==> src/xbf_pkg.sv <==
// Shared types, constants and the CRC-16 byte step of the block framer.
`timescale 1ns / 1ps

package xbf_pkg;

  // Default number of data bytes in one block.
  localparam int unsigned XBF_CHUNK_BYTES_DEF = 128;

  localparam logic [7:0]  XBF_SOH_CODE = 8'h01;
  localparam logic [7:0]  XBF_PAD_CODE = 8'h1A;
  localparam logic [15:0] XBF_CRC_POLY = 16'h1021;

  // Controller states, one-hot.
  typedef enum logic [2:0] {
    ST_IDLE  = 3'b001,
    ST_PAD   = 3'b010,
    ST_CHECK = 3'b100
  } xbf_state_e;

  // Commands from the controller to the datapath.
  typedef struct packed {
    logic accept;      // take the input byte and load its word
    logic pad_absorb;  // fold one pad byte into the pending pad word
    logic pad_emit;    // fold the final pad byte of a word and load the word
    logic check_emit;  // load the check word and clear the block state
  } xbf_cmd_t;

  // Status from the datapath to the controller.
  typedef struct packed {
    logic can_load;        // output register is free this cycle
    logic fill_next_full;  // the next byte placed completes the block
    logic pad_last;        // the next pad byte completes a pad word
  } xbf_status_t;

  // One byte of CRC-16/XMODEM, MSB first, eight shift steps.
  function automatic logic [15:0] xbf_crc_byte(input logic [15:0] crc,
                                               input logic [7:0]  b);
    logic [15:0] c;
    c = crc ^ {b, 8'h00};
    for (int i = 0; i < 8; i++) begin
      c = c[15] ? ({c[14:0], 1'b0} ^ XBF_CRC_POLY) : {c[14:0], 1'b0};
    end
    return c;
  endfunction

endpackage

==> src/xbf_ctrl.sv <==
// Controller state machine of the block framer.
`timescale 1ns / 1ps

module xbf_ctrl (
  input  logic                clk_i,
  input  logic                rst_ni,
  input  logic                in_valid_i,
  input  logic                end_of_file_i,
  output logic                in_stall_o,
  input  xbf_pkg::xbf_status_t status_i,
  output xbf_pkg::xbf_cmd_t    cmd_o
);
  import xbf_pkg::*;

  xbf_state_e state_q, state_d;

  always_ff @(posedge clk_i or negedge rst_ni) begin
    if (!rst_ni) begin
      state_q <= ST_IDLE;
    end else begin
      state_q <= state_d;
    end
  end

  always_comb begin
    state_d    = state_q;
    cmd_o      = '0;
    in_stall_o = 1'b1;
    case (state_q)
      ST_IDLE: begin
        in_stall_o = !status_i.can_load;
        if (status_i.can_load && in_valid_i) begin
          cmd_o.accept = 1'b1;
          if (status_i.fill_next_full) begin
            state_d = ST_CHECK;
          end else if (end_of_file_i) begin
            state_d = ST_PAD;
          end
        end
      end
      ST_PAD: begin
        if (status_i.pad_last) begin
          if (status_i.can_load) begin
            cmd_o.pad_emit = 1'b1;
            if (status_i.fill_next_full) begin
              state_d = ST_CHECK;
            end
          end
        end else begin
          cmd_o.pad_absorb = 1'b1;
        end
      end
      ST_CHECK: begin
        if (status_i.can_load) begin
          cmd_o.check_emit = 1'b1;
          state_d          = ST_IDLE;
        end
      end
      default: begin
        state_d = ST_IDLE;
      end
    endcase
  end

endmodule

==> src/xbf_datapath.sv <==
// Datapath of the block framer: block state, checks and the output register.
`timescale 1ns / 1ps

module xbf_datapath #(
  parameter int unsigned CHUNK_BYTES = xbf_pkg::XBF_CHUNK_BYTES_DEF
) (
  input  logic                 clk_i,
  input  logic                 rst_ni,
  input  logic                 cfg_we_i,
  input  logic                 cfg_wdata_i,
  input  logic [7:0]           data_byte_i,
  input  logic                 end_of_file_i,
  input  logic                 out_stall_i,
  output logic                 out_valid_o,
  output logic [31:0]          frame_bytes_o,
  output logic [2:0]           byte_count_o,
  output logic                 end_of_block_o,
  output logic                 last_of_run_o,
  input  xbf_pkg::xbf_cmd_t    cmd_i,
  output xbf_pkg::xbf_status_t status_o
);
  import xbf_pkg::*;

  localparam int unsigned FILL_W = $clog2(CHUNK_BYTES + 1);
  localparam logic [FILL_W-1:0] LAST_FILL = FILL_W'(CHUNK_BYTES - 1);
  localparam logic [FILL_W-1:0] FULL_FILL = FILL_W'(CHUNK_BYTES);

  logic              crc_mode_q;
  logic [7:0]        blk_q, blk_d;
  logic [FILL_W-1:0] fill_q, fill_d;
  logic [7:0]        sum_q, sum_d;
  logic [15:0]       crc_q, crc_d;
  logic [1:0]        pad_k_q, pad_k_d;

  logic              ovalid_q, ovalid_d;
  logic [31:0]       oword_q, oword_d;
  logic [2:0]        ocount_q, ocount_d;
  logic              oeob_q, oeob_d;
  logic              olast_q, olast_d;

  logic              load;
  logic              absorb;
  logic [7:0]        absorb_byte;
  logic [7:0]        num;
  logic [31:0]       pad_word;

  assign status_o.can_load       = !ovalid_q || !out_stall_i;
  assign status_o.fill_next_full = (fill_q >= LAST_FILL);
  assign status_o.pad_last       = (pad_k_q == 2'd3) || status_o.fill_next_full;

  assign load        = cmd_i.accept || cmd_i.pad_emit || cmd_i.check_emit;
  assign absorb      = cmd_i.accept || cmd_i.pad_absorb || cmd_i.pad_emit;
  assign absorb_byte = cmd_i.accept ? data_byte_i : XBF_PAD_CODE;
  assign num         = blk_q + 8'd1;

  always_comb begin
    for (int i = 0; i < 4; i++) begin
      pad_word[8*i +: 8] = (2'(i) <= pad_k_q) ? XBF_PAD_CODE : 8'h00;
    end
  end

  always_comb begin
    blk_d    = blk_q;
    fill_d   = fill_q;
    sum_d    = sum_q;
    crc_d    = crc_q;
    pad_k_d  = pad_k_q;
    oword_d  = oword_q;
    ocount_d = ocount_q;
    oeob_d   = oeob_q;
    olast_d  = olast_q;

    if (absorb) begin
      fill_d = fill_q + FILL_W'(1);
      sum_d  = sum_q + absorb_byte;
      crc_d  = xbf_crc_byte(crc_q, absorb_byte);
    end

    if (cmd_i.accept) begin
      if (fill_q == '0) begin
        oword_d  = {data_byte_i, ~num, num, XBF_SOH_CODE};
        ocount_d = 3'd4;
        blk_d    = end_of_file_i ? 8'd0 : num;
      end else begin
        oword_d  = {24'd0, data_byte_i};
        ocount_d = 3'd1;
        if (end_of_file_i) begin
          blk_d = 8'd0;
        end
      end
      oeob_d  = 1'b0;
      olast_d = !end_of_file_i && !status_o.fill_next_full;
      pad_k_d = 2'd0;
    end

    if (cmd_i.pad_absorb) begin
      pad_k_d = pad_k_q + 2'd1;
    end

    if (cmd_i.pad_emit) begin
      oword_d  = pad_word;
      ocount_d = {1'b0, pad_k_q} + 3'd1;
      oeob_d   = 1'b0;
      olast_d  = 1'b0;
      pad_k_d  = 2'd0;
    end

    if (cmd_i.check_emit) begin
      if (crc_mode_q) begin
        oword_d  = {16'd0, crc_q[7:0], crc_q[15:8]};
        ocount_d = 3'd2;
      end else begin
        oword_d  = {24'd0, sum_q};
        ocount_d = 3'd1;
      end
      oeob_d  = 1'b1;
      olast_d = 1'b1;
      fill_d  = '0;
      sum_d   = 8'd0;
      crc_d   = 16'd0;
    end
  end

  assign ovalid_d = load || (ovalid_q && out_stall_i);

  always_ff @(posedge clk_i or negedge rst_ni) begin
    if (!rst_ni) begin
      crc_mode_q <= 1'b1;
      blk_q      <= 8'd0;
      fill_q     <= '0;
      sum_q      <= 8'd0;
      crc_q      <= 16'd0;
      pad_k_q    <= 2'd0;
      ovalid_q   <= 1'b0;
    end else begin
      if (cfg_we_i) begin
        crc_mode_q <= cfg_wdata_i;
      end
      blk_q    <= blk_d;
      fill_q   <= fill_d;
      sum_q    <= sum_d;
      crc_q    <= crc_d;
      pad_k_q  <= pad_k_d;
      ovalid_q <= ovalid_d;
    end
  end

  always_ff @(posedge clk_i) begin
    oword_q  <= oword_d;
    ocount_q <= ocount_d;
    oeob_q   <= oeob_d;
    olast_q  <= olast_d;
  end

  assign out_valid_o    = ovalid_q;
  assign frame_bytes_o  = oword_q;
  assign byte_count_o   = ocount_q;
  assign end_of_block_o = oeob_q;
  assign last_of_run_o  = olast_q;

  // The fill count never runs past a full block.
  a_fill_bounded: assert property (@(posedge clk_i) disable iff (!rst_ni)
    fill_q <= FULL_FILL)
    else $error("fill count beyond block length");

  // At most one command in any cycle.
  a_cmd_onehot0: assert property (@(posedge clk_i) disable iff (!rst_ni)
    $onehot0({cmd_i.accept, cmd_i.pad_absorb, cmd_i.pad_emit, cmd_i.check_emit}))
    else $error("conflicting datapath commands");

  // Closing a block leaves the block state clear for the next one.
  a_close_clears: assert property (@(posedge clk_i) disable iff (!rst_ni)
    cmd_i.check_emit |=> (fill_q == '0) && (sum_q == 8'd0) && (crc_q == 16'd0))
    else $error("block state not cleared after check word");

  // A word is only loaded while the output register is free.
  a_no_overwrite: assert property (@(posedge clk_i) disable iff (!rst_ni)
    (ovalid_q && out_stall_i) |-> !load)
    else $error("output register overwritten while stalled");

  // A check word always ends the run of its input transaction.
  a_eob_last: assert property (@(posedge clk_i) disable iff (!rst_ni)
    (ovalid_q && oeob_q) |-> olast_q)
    else $error("check word not marked last of run");

endmodule

==> src/xmodem_block_framer.sv <==
// Top level of the XMODEM block framer with checksum or CRC-16 check field.
`timescale 1ns / 1ps

// The framer takes file bytes, one per input transaction, each with an
// end-of-file flag, and sends XMODEM blocks out as words of one to four
// bytes, first transmitted byte in bits 7:0 and unused upper bytes zero.
// A block is SOH, the block number (1 for the first block of a file,
// wrapping after 255), its complement and CHUNK_BYTES data bytes; a file
// that ends short of a full block is padded with 0x1A. The block closes
// with a one-byte arithmetic sum (crc_mode 0) or a CRC-16/XMODEM sent high
// byte first (crc_mode 1, the reset value); the check type is the one set
// when the block closes. The first byte of a block leaves as a four-byte
// word together with the header, every other data byte as a one-byte word.
// last_of_run_o marks the final word caused by an input transaction, and
// end_of_block_o the check word. An ordinary byte loads one word into the
// output register, and a byte that completes a block is followed by the
// check word. Pad bytes pass the one-byte CRC step one per cycle, the last
// of each pad word waiting for a free output register, and the byte that
// ends a file holds the input until its pad words and the check word are
// loaded. A single output register parts the two sides, so a new byte is
// taken in the same cycle that the previous word leaves. crc_mode is to be
// written only while the block is idle; the block does not enforce this.

module xmodem_block_framer #(
  parameter int unsigned CHUNK_BYTES = xbf_pkg::XBF_CHUNK_BYTES_DEF
) (
  input  logic        clk_i,
  input  logic        rst_ni,
  // Configuration
  input  logic        cfg_we_i,
  input  logic        cfg_wdata_i,
  // Input channel
  input  logic        in_valid_i,
  output logic        in_stall_o,
  input  logic [7:0]  data_byte_i,
  input  logic        end_of_file_i,
  // Output channel
  output logic        out_valid_o,
  input  logic        out_stall_i,
  output logic [31:0] frame_bytes_o,
  output logic [2:0]  byte_count_o,
  output logic        end_of_block_o,
  output logic        last_of_run_o
);
  import xbf_pkg::*;

  xbf_cmd_t    cmd;
  xbf_status_t status;

  // The controller sequences header, data, pad and check words.
  xbf_ctrl u_ctrl (
    .clk_i        (clk_i),
    .rst_ni       (rst_ni),
    .in_valid_i   (in_valid_i),
    .end_of_file_i(end_of_file_i),
    .in_stall_o   (in_stall_o),
    .status_i     (status),
    .cmd_o        (cmd)
  );

  // The datapath keeps the block number, fill count, running sum and CRC,
  // and the output register that holds one word until it is taken.
  xbf_datapath #(
    .CHUNK_BYTES(CHUNK_BYTES)
  ) u_datapath (
    .clk_i         (clk_i),
    .rst_ni        (rst_ni),
    .cfg_we_i      (cfg_we_i),
    .cfg_wdata_i   (cfg_wdata_i),
    .data_byte_i   (data_byte_i),
    .end_of_file_i (end_of_file_i),
    .out_stall_i   (out_stall_i),
    .out_valid_o   (out_valid_o),
    .frame_bytes_o (frame_bytes_o),
    .byte_count_o  (byte_count_o),
    .end_of_block_o(end_of_block_o),
    .last_of_run_o (last_of_run_o),
    .cmd_i         (cmd),
    .status_o      (status)
  );

endmodule
==> config.mk <==
export PLATFORM = sky130hd
export DESIGN_NAME = xmodem_block_framer
export DESIGN_NICKNAME = d
export VERILOG_FILES = /design/src/xbf_pkg.sv /design/src/xbf_ctrl.sv /design/src/xbf_datapath.sv /design/src/xmodem_block_framer.sv
export SDC_FILE = /design/constraint.sdc
export NUM_CORES = 1
export LEC_CHECK = 0
export ABC_AREA = 1
export BUFFER_PORTS_ARGS = -buffer_cell sky130_fd_sc_hd__buf_2
export CAP_MARGIN = 10
export CORE_MARGIN = 2
export CORE_UTILIZATION = 63
export DETAILED_ROUTE_END_ITERATION = 6
export PLACE_DENSITY = 0.95
export REMOVE_ABC_BUFFERS = 1
export SYNTH_ARGS = -nofsm -noshare
export SYNTH_HDL_FRONTEND = slang
export SYNTH_HIERARCHICAL = 1
export SYNTH_SLANG_ARGS = --single-unit
==> constraint.sdc <==
create_clock -name clk_i -period 4.95 [get_ports clk_i]
set_clock_uncertainty 0.15 [all_clocks]
set_input_delay 0.2475 -clock clk_i [delete_from_list [all_inputs] [get_ports clk_i]]
set_output_delay 0.2475 -clock clk_i [all_outputs]
set_load 0.05 [all_outputs]
---- Word-level counts from Yosys, hierarchy flattened ----
Cells that the tools add are included.
storage, ports and cells
  logic and storage cells ................. 120
  bits of input ports ..................... 15
  register bits after elaboration ......... 84
cells by class
  equality and inequality tests ........... 10
  mux-type cells .......................... 55
  magnitude comparators ................... 5
  reduce and logical (&&, ||, !) cells .... 23
  bitwise logic cells ..................... 10
  $add $sub $neg .......................... 5
operators with widths
  operator               count
  $mux W32               4
  $mux W13               8
  $mux W8                8
  $mux W16               3
  $mux W3                11
  $not A3 Y3             8
  $mux W5                4
  $add A8 B1 Y8 const B  2
  $xor A16 B16 Y16       1
  $mux W1                11
  $mux W2                5
  $pmux W3 S3            1
  $add A8 B8 Y8          1
  $ge A8 B7 Y1 const B   1
  $logic_not A8 Y1       1
  $ne A2 B1 Y1 const B   4
  $not A8 Y8             1
  $logic_or A1 B1 Y1     7
  $reduce_and A6 Y1      1
  $reduce_bool A2 Y1     3
  $reduce_bool A3 Y1     2
  $logic_not A1 Y1       5
  $le A1 B2 Y1 const A   2
  $le A2 B2 Y1 const A   2
  other kinds (10)       12

---- Longest topological paths before layout ----
  depth in word-level cells ............... 25
  gate-level depth with buffers ........... 17

---- Cells and area by module ----
Netlist, hierarchy kept.
modules (own cells, without submodules)
  module        cells an instance  seq. area each (sq um)  area each (sq um)  times used
  xbf_datapath  522                2193.4                  4380.5             1
  xbf_ctrl      43                 76.3                    261.5              1

---- Worst setup path after synthesis ----
Ideal clock, no wire load.
  path type ............................... register -> register
  start ................................... reg u_datapath.fill_q[0]
  end ..................................... reg u_datapath.ocount_q[0], in the netlist u_datapath/byte_count_o[0] (enable)
  slack ................................... 1946 ps
  arrival time ............................ 2356 ps
  setup time .............................. 498 ps
  cell stages (with the launch flop) ...... 12
  path buffers ............................ 1
  data required time ...................... 4302 ps
  cell sequence ........................... dfrtp_1 -> ha_1 -> nand3_1 -> nor2_1 -> nand2_1 -> nand2_1 -> or2_2 -> nand2_1 -> nor2_1 -> buf_6 -> nor2_1 -> nand2_1
RTL lines
  what                    RTL line             text
  start, declared         xbf_datapath.sv:30   logic [FILL_W-1:0] fill_q, fill_d;
  start signal, assigned  xbf_datapath.sv:140  fill_q <= fill_d;
  end signal, assigned    xbf_datapath.sv:150  ocount_q <= ocount_d;
  end, declared           xbf_datapath.sv:37   logic [2:0] ocount_q, ocount_d;

==> results.md <==
- Once layout is complete, the cells apart from fillers number 729.
- The critical-path maximum fanout is 35.
- The main flop type after synthesis is sky130_fd_sc_hd__dfrtp_1.
- The number of antenna violations at the first check in global routing is 0.
- In this run the cell area of the synthesized design comes to 4642 um^2.
- Once layout is complete, the utilization of the core stands at 0.7262.
- The final sum of negative setup slack is 0 ns.
- The buffer levels on the longest clock path is 2.
- The final worst hold slack is 0.08734 ns.
- The congestion estimate from routability-driven global placement came to 0.9400.
- The buffers plus inverters on the worst setup path is 1.
- The total overflow left after global routing is 0.
- In this run the power spent charging and discharging nets is 1.857 mW.
- Derived from the worst setup path, the maximum achievable clock frequency is 0.3055 GHz.
- In this run the worst hold path is classified as input pin to flip-flop.
- The count of nets left with antenna violations once routing finished came out at 0.
- For this run, global-route usage on met2 was measured as 0.4943.
- The share of total power dissipated in combinational logic is 0.526.
- The number of buffers created by CTS is 9.
- Synthesis produced a netlist whose cell count is 565.
- The sum of routed wire length over all layers is 11.53 mm.
- The internal power of the cells totals 1.849 mW.
- The analysis attributes to cell leakage a power of 2.640 nW.
- The number of core rows is 31.
- The cell count of the worst reg-to-reg path is 11.
- The transition time at the pin with the least slew margin is 0.8865 ns.
- Yosys mapped the design onto 42 distinct sky130hd cell types.
- For this run, global-route usage on met3 was measured as 0.06287.
- The maximum vdd drop is 0.2866 mV.
- The final net count is 654.
- The die is 89.84 um wide.
- The tool flagged a number of max-cap violations equal to 0.
- The shortest clock period the worst path allows after layout is 3.274 ns.
- The share of flip-flops with an asynchronous set or reset after synthesis is 0.5595.
- For this block, the initial DRC count from the detailed router was 530.
- The full die area is 8071 um^2.
- Grouping stages by cell kind, the critical path spends the most delay in simple AND/OR/NAND/NOR gates.
- The signal on the critical path passes through ha_1 -> nand3_1 -> nor2_1 -> nand2_1 -> nand2_1 -> or2_2 -> nand2_1 -> nor2_1 -> nor2_1 -> nand2_1 -> buf_4.
- Setup violations remaining at the end of the flow were counted as 0.
- After clock tree synthesis, the clock-pin slew on the worst setup and hold paths is 0.09 ns.
- In this run the register-to-register setup slack is 1.68 ns.
- After synthesis, the most frequently instantiated cells are sky130_fd_sc_hd__nand2_1 (185), sky130_fd_sc_hd__inv_1 (66), sky130_fd_sc_hd__nand3_1 (63).
- The share of total power dissipated in the clock network is 0.147.
- The remaining max-slew budget at the tightest pin is 0.4068.
- The count of pins over their slew limit was 0.
- Power spread over the standard cell area amounts to 711.1 nW/um^2.
- During synthesis, Yosys emitted a total of 6 warnings.
- The capturing element type of the critical path is a flip-flop.
- The H-tree was split into 3 levels.
- TritonCTS built the clock tree.
- The detailed-route DRC error count is 0.
- For this configuration, the core starts out at a cell density of 0.6469.
- Setup repair after global routing left no endpoint under its margin.
- The number of antenna diodes in the final layout is 0.
- The share of total power dissipated in sequential elements is 0.326.
- Of the post-synthesis cell area, the dominant cell type holds 0.2426.
- The share of total power consumed by net switching is 0.5012.
- The run finished with clean final reports.
- The most area-hungry cell type in the Yosys netlist is sky130_fd_sc_hd__dfrtp_1.
- Sorting the synthesized cells by area gives the leading types as sky130_fd_sc_hd__dfrtp_1 (24%), sky130_fd_sc_hd__edfxtp_1 (23%), sky130_fd_sc_hd__nand2_1 (15%), sky130_fd_sc_hd__nand3_1 (6.8%), sky130_fd_sc_hd__inv_1 (5.3%).
- In this run the count of I/O pins placed on the die edge is 54.
- Data on the critical path arrives at its endpoint at 3.14 ns.
- Counting stages on the worst path, the most repeated cell is sky130_fd_sc_hd__nand2_1.
- The count of flip-flops with a built-in enable after synthesis is 35.
- The layout overhead on the synthesized area is 12.26%.
- The vertical die dimension is 89.84 um.
- The mean number of vias per cell is 5.931.
- The startpoint identified for the worst register-to-register timing path is u_datapath/fill_q[0].
- The maximum single-stage delay on the critical path is 0.54 ns.
- In this run, placement finished with an instance count of 710.
- For this block, the via count after detailed routing is 4324.
- STA puts the critical path data required time at 4.82 ns.
- The wire length of the first global-routing pass is 18.60 mm.
- The filler cell count in the final layout is 494.
- The global routing stage identified its most utilized layer as met2.
- Of the cells placed in the final design, the portion with a size suffix greater than 1 is 0.1619.
- The detailed-router iteration count before antenna repair is 6.
- The logic depth of the worst path, buffers included is 11.
- The synthesized area per cell is 8.216 um^2.
- The number of global-route vias before repair is 4032.
- The number of clock sinks seen by CTS is 84.
- The core region area is 7176 um^2.
- After detailed routing, the average wire length per cell comes to 15.81 um.
- The number of buffers inserted by port buffering is 53.
- The slowest stage of the critical path belongs to the cell sky130_fd_sc_hd__nor2_1.
- The ratio of final minimum period to clock period is 0.6614.
- The launching element of the worst setup path is u_datapath/fill_q[0].
- The cell sitting at the root of the clock tree is a sky130_fd_sc_hd__clkbuf_8.
- The critical path ends at u_datapath/frame_bytes_o[26].
- The endpoint of the worst-slack reg-to-reg timing path is u_datapath/frame_bytes_o[26].
- The fraction of the yosys area taken by sequential cells is 0.4889.
- Entering global routing, the biggest net connects 48 pins.
- The HPWL after detailed placement is 7.945 mm.
- The clock reaches the later pin of the worst-skew pair after 0.36 ns.
- In the global route stage, overall resource usage came out at 0.2865.
- The total count of hold-check failures in the final report is 0.
- In the global route stage, met1 resource usage came out at 0.3525.
- The worst setup path is launched from a flip-flop.
- The most frequent cell after synthesis is sky130_fd_sc_hd__nand2_1.
- The startpoint-to-endpoint class of the critical path is flip-flop to flip-flop.
- Counting flops and latches in the post-synthesis netlist gives 84.
kinds of logic after synthesis:
family          count (synthesis)  synth area share
mux                             1          0.002426
compound gates                 65           0.08517
xor+xnor                        6           0.01132
simple gates                  313            0.2941
buf+inv                        82           0.07871
flops                          84            0.4889
fa+ha+maj                      14           0.03935
what timing repair did:
action / CTS / global route
resized for setup: 0 / 0
hold buffers: 3 / 0
buffers inserted: 0 / 0
endpoints found under the hold margin: 46 / 0
registers in the layout, indices dropped and copies added, names as in the netlist:
signal                     flops
u_ctrl/state_q                 3
u_datapath/last_of_run_o       1
u_datapath/pad_k_q             2
u_datapath/out_valid_o         1
u_datapath/fill_q              8
u_datapath/crc_mode_q          1
u_datapath/byte_count_o        3
u_datapath/sum_q               8
u_datapath/crc_q              16
u_datapath/blk_q               8
u_datapath/frame_bytes_o      32
u_datapath/end_of_block_o      1
placed cells by master (no fill, tap or decap), drive strengths merged, types with 2 or more instances in the layout:
cell type,n
nand3b,3
a21oi,14
bufinv,2
dfxtp,2
o21ai,29
dfrtp,45
inv,73
xor2,3
clkinvlp,2
clkbuf,9
nand3,64
nand4,3
ha,13
or2,3
a22oi,3
nand2,193
o221ai,4
dlygate4sd3,3
clkinv,2
buf,56
o31ai,3
o211ai,3
nor2,45
o22ai,6
dfstp,2
xnor2,3
edfxtp,35
metal layers:
layer	vias to the layer above	wire (um)
met4	0	453
met1	2017	4447
li1	1971	-
met5	-	0
met3	57	921
met2	279	5705
cell type report:
type                       instances  area, um^2  share of cell area
sequential                        84        2270              0.4355
multi-input combinational        399        2007              0.3851
timing repair buffer              59       317.8             0.06098
inverter                          72       271.5             0.05210
clock buffer                       9       123.9             0.02377
tap                               99       123.9             0.02377
clock inverter                     7       97.59             0.01873
worst min path at each step:
stage	from	end	slack (ns)	depth (start not counted)
5_1_grt	out_stall_i	u_datapath/out_valid_o	0.11	3
2_1_floorplan	rst_ni	u_ctrl/state_q[1]	-0.20	0
3_3_place_gp	rst_ni	u_datapath/blk_q[3]	0.23	2
3_5_place_dp	rst_ni	u_datapath/blk_q[3]	0.24	2
6_report	out_stall_i	u_datapath/out_valid_o	0.09	3
4_1_cts	out_stall_i	u_datapath/out_valid_o	0.08	3
power by group through the flow:
stage / registers [mW] / logic (mW) / clock network (mW)
2_1_floorplan: 1.58 / 1.06 / 0
3_3_place_gp: 1.20 / 1.80 / 0
3_5_place_dp: 1.21 / 1.87 / 0
4_1_cts: 1.20 / 1.90 / 0.547
5_1_grt: 1.23 / 2.11 / 0.574
6_report: 1.21 / 1.95 / 0.546
metrics by stage:
stage	cell area, um^2	setup WS [ns]	power [mW]
2_1_floorplan	4548	1.857	2.639
3_3_place_gp	4960	1.915	3.004
3_5_place_dp	4960	1.797	3.089
4_1_cts	5211	1.764	3.651
5_1_grt	5211	1.364	3.920
6_report	5211	1.676	3.706
worst reg2reg max path, cell delays in order, from the launching register on:
cell	delay (ns)
sky130_fd_sc_hd__dfrtp_1	0.38
sky130_fd_sc_hd__ha_1	0.20
sky130_fd_sc_hd__nand3_1	0.10
sky130_fd_sc_hd__nor2_1	0.14
sky130_fd_sc_hd__nand2_1	0.09
sky130_fd_sc_hd__nand2_1	0.17
sky130_fd_sc_hd__or2_2	0.18
sky130_fd_sc_hd__nand2_1	0.06
sky130_fd_sc_hd__nor2_1	0.54
sky130_fd_sc_hd__nor2_1	0.35
sky130_fd_sc_hd__nand2_1	0.14
sky130_fd_sc_hd__buf_4	0.41
(Power assumes the default switching activity.)
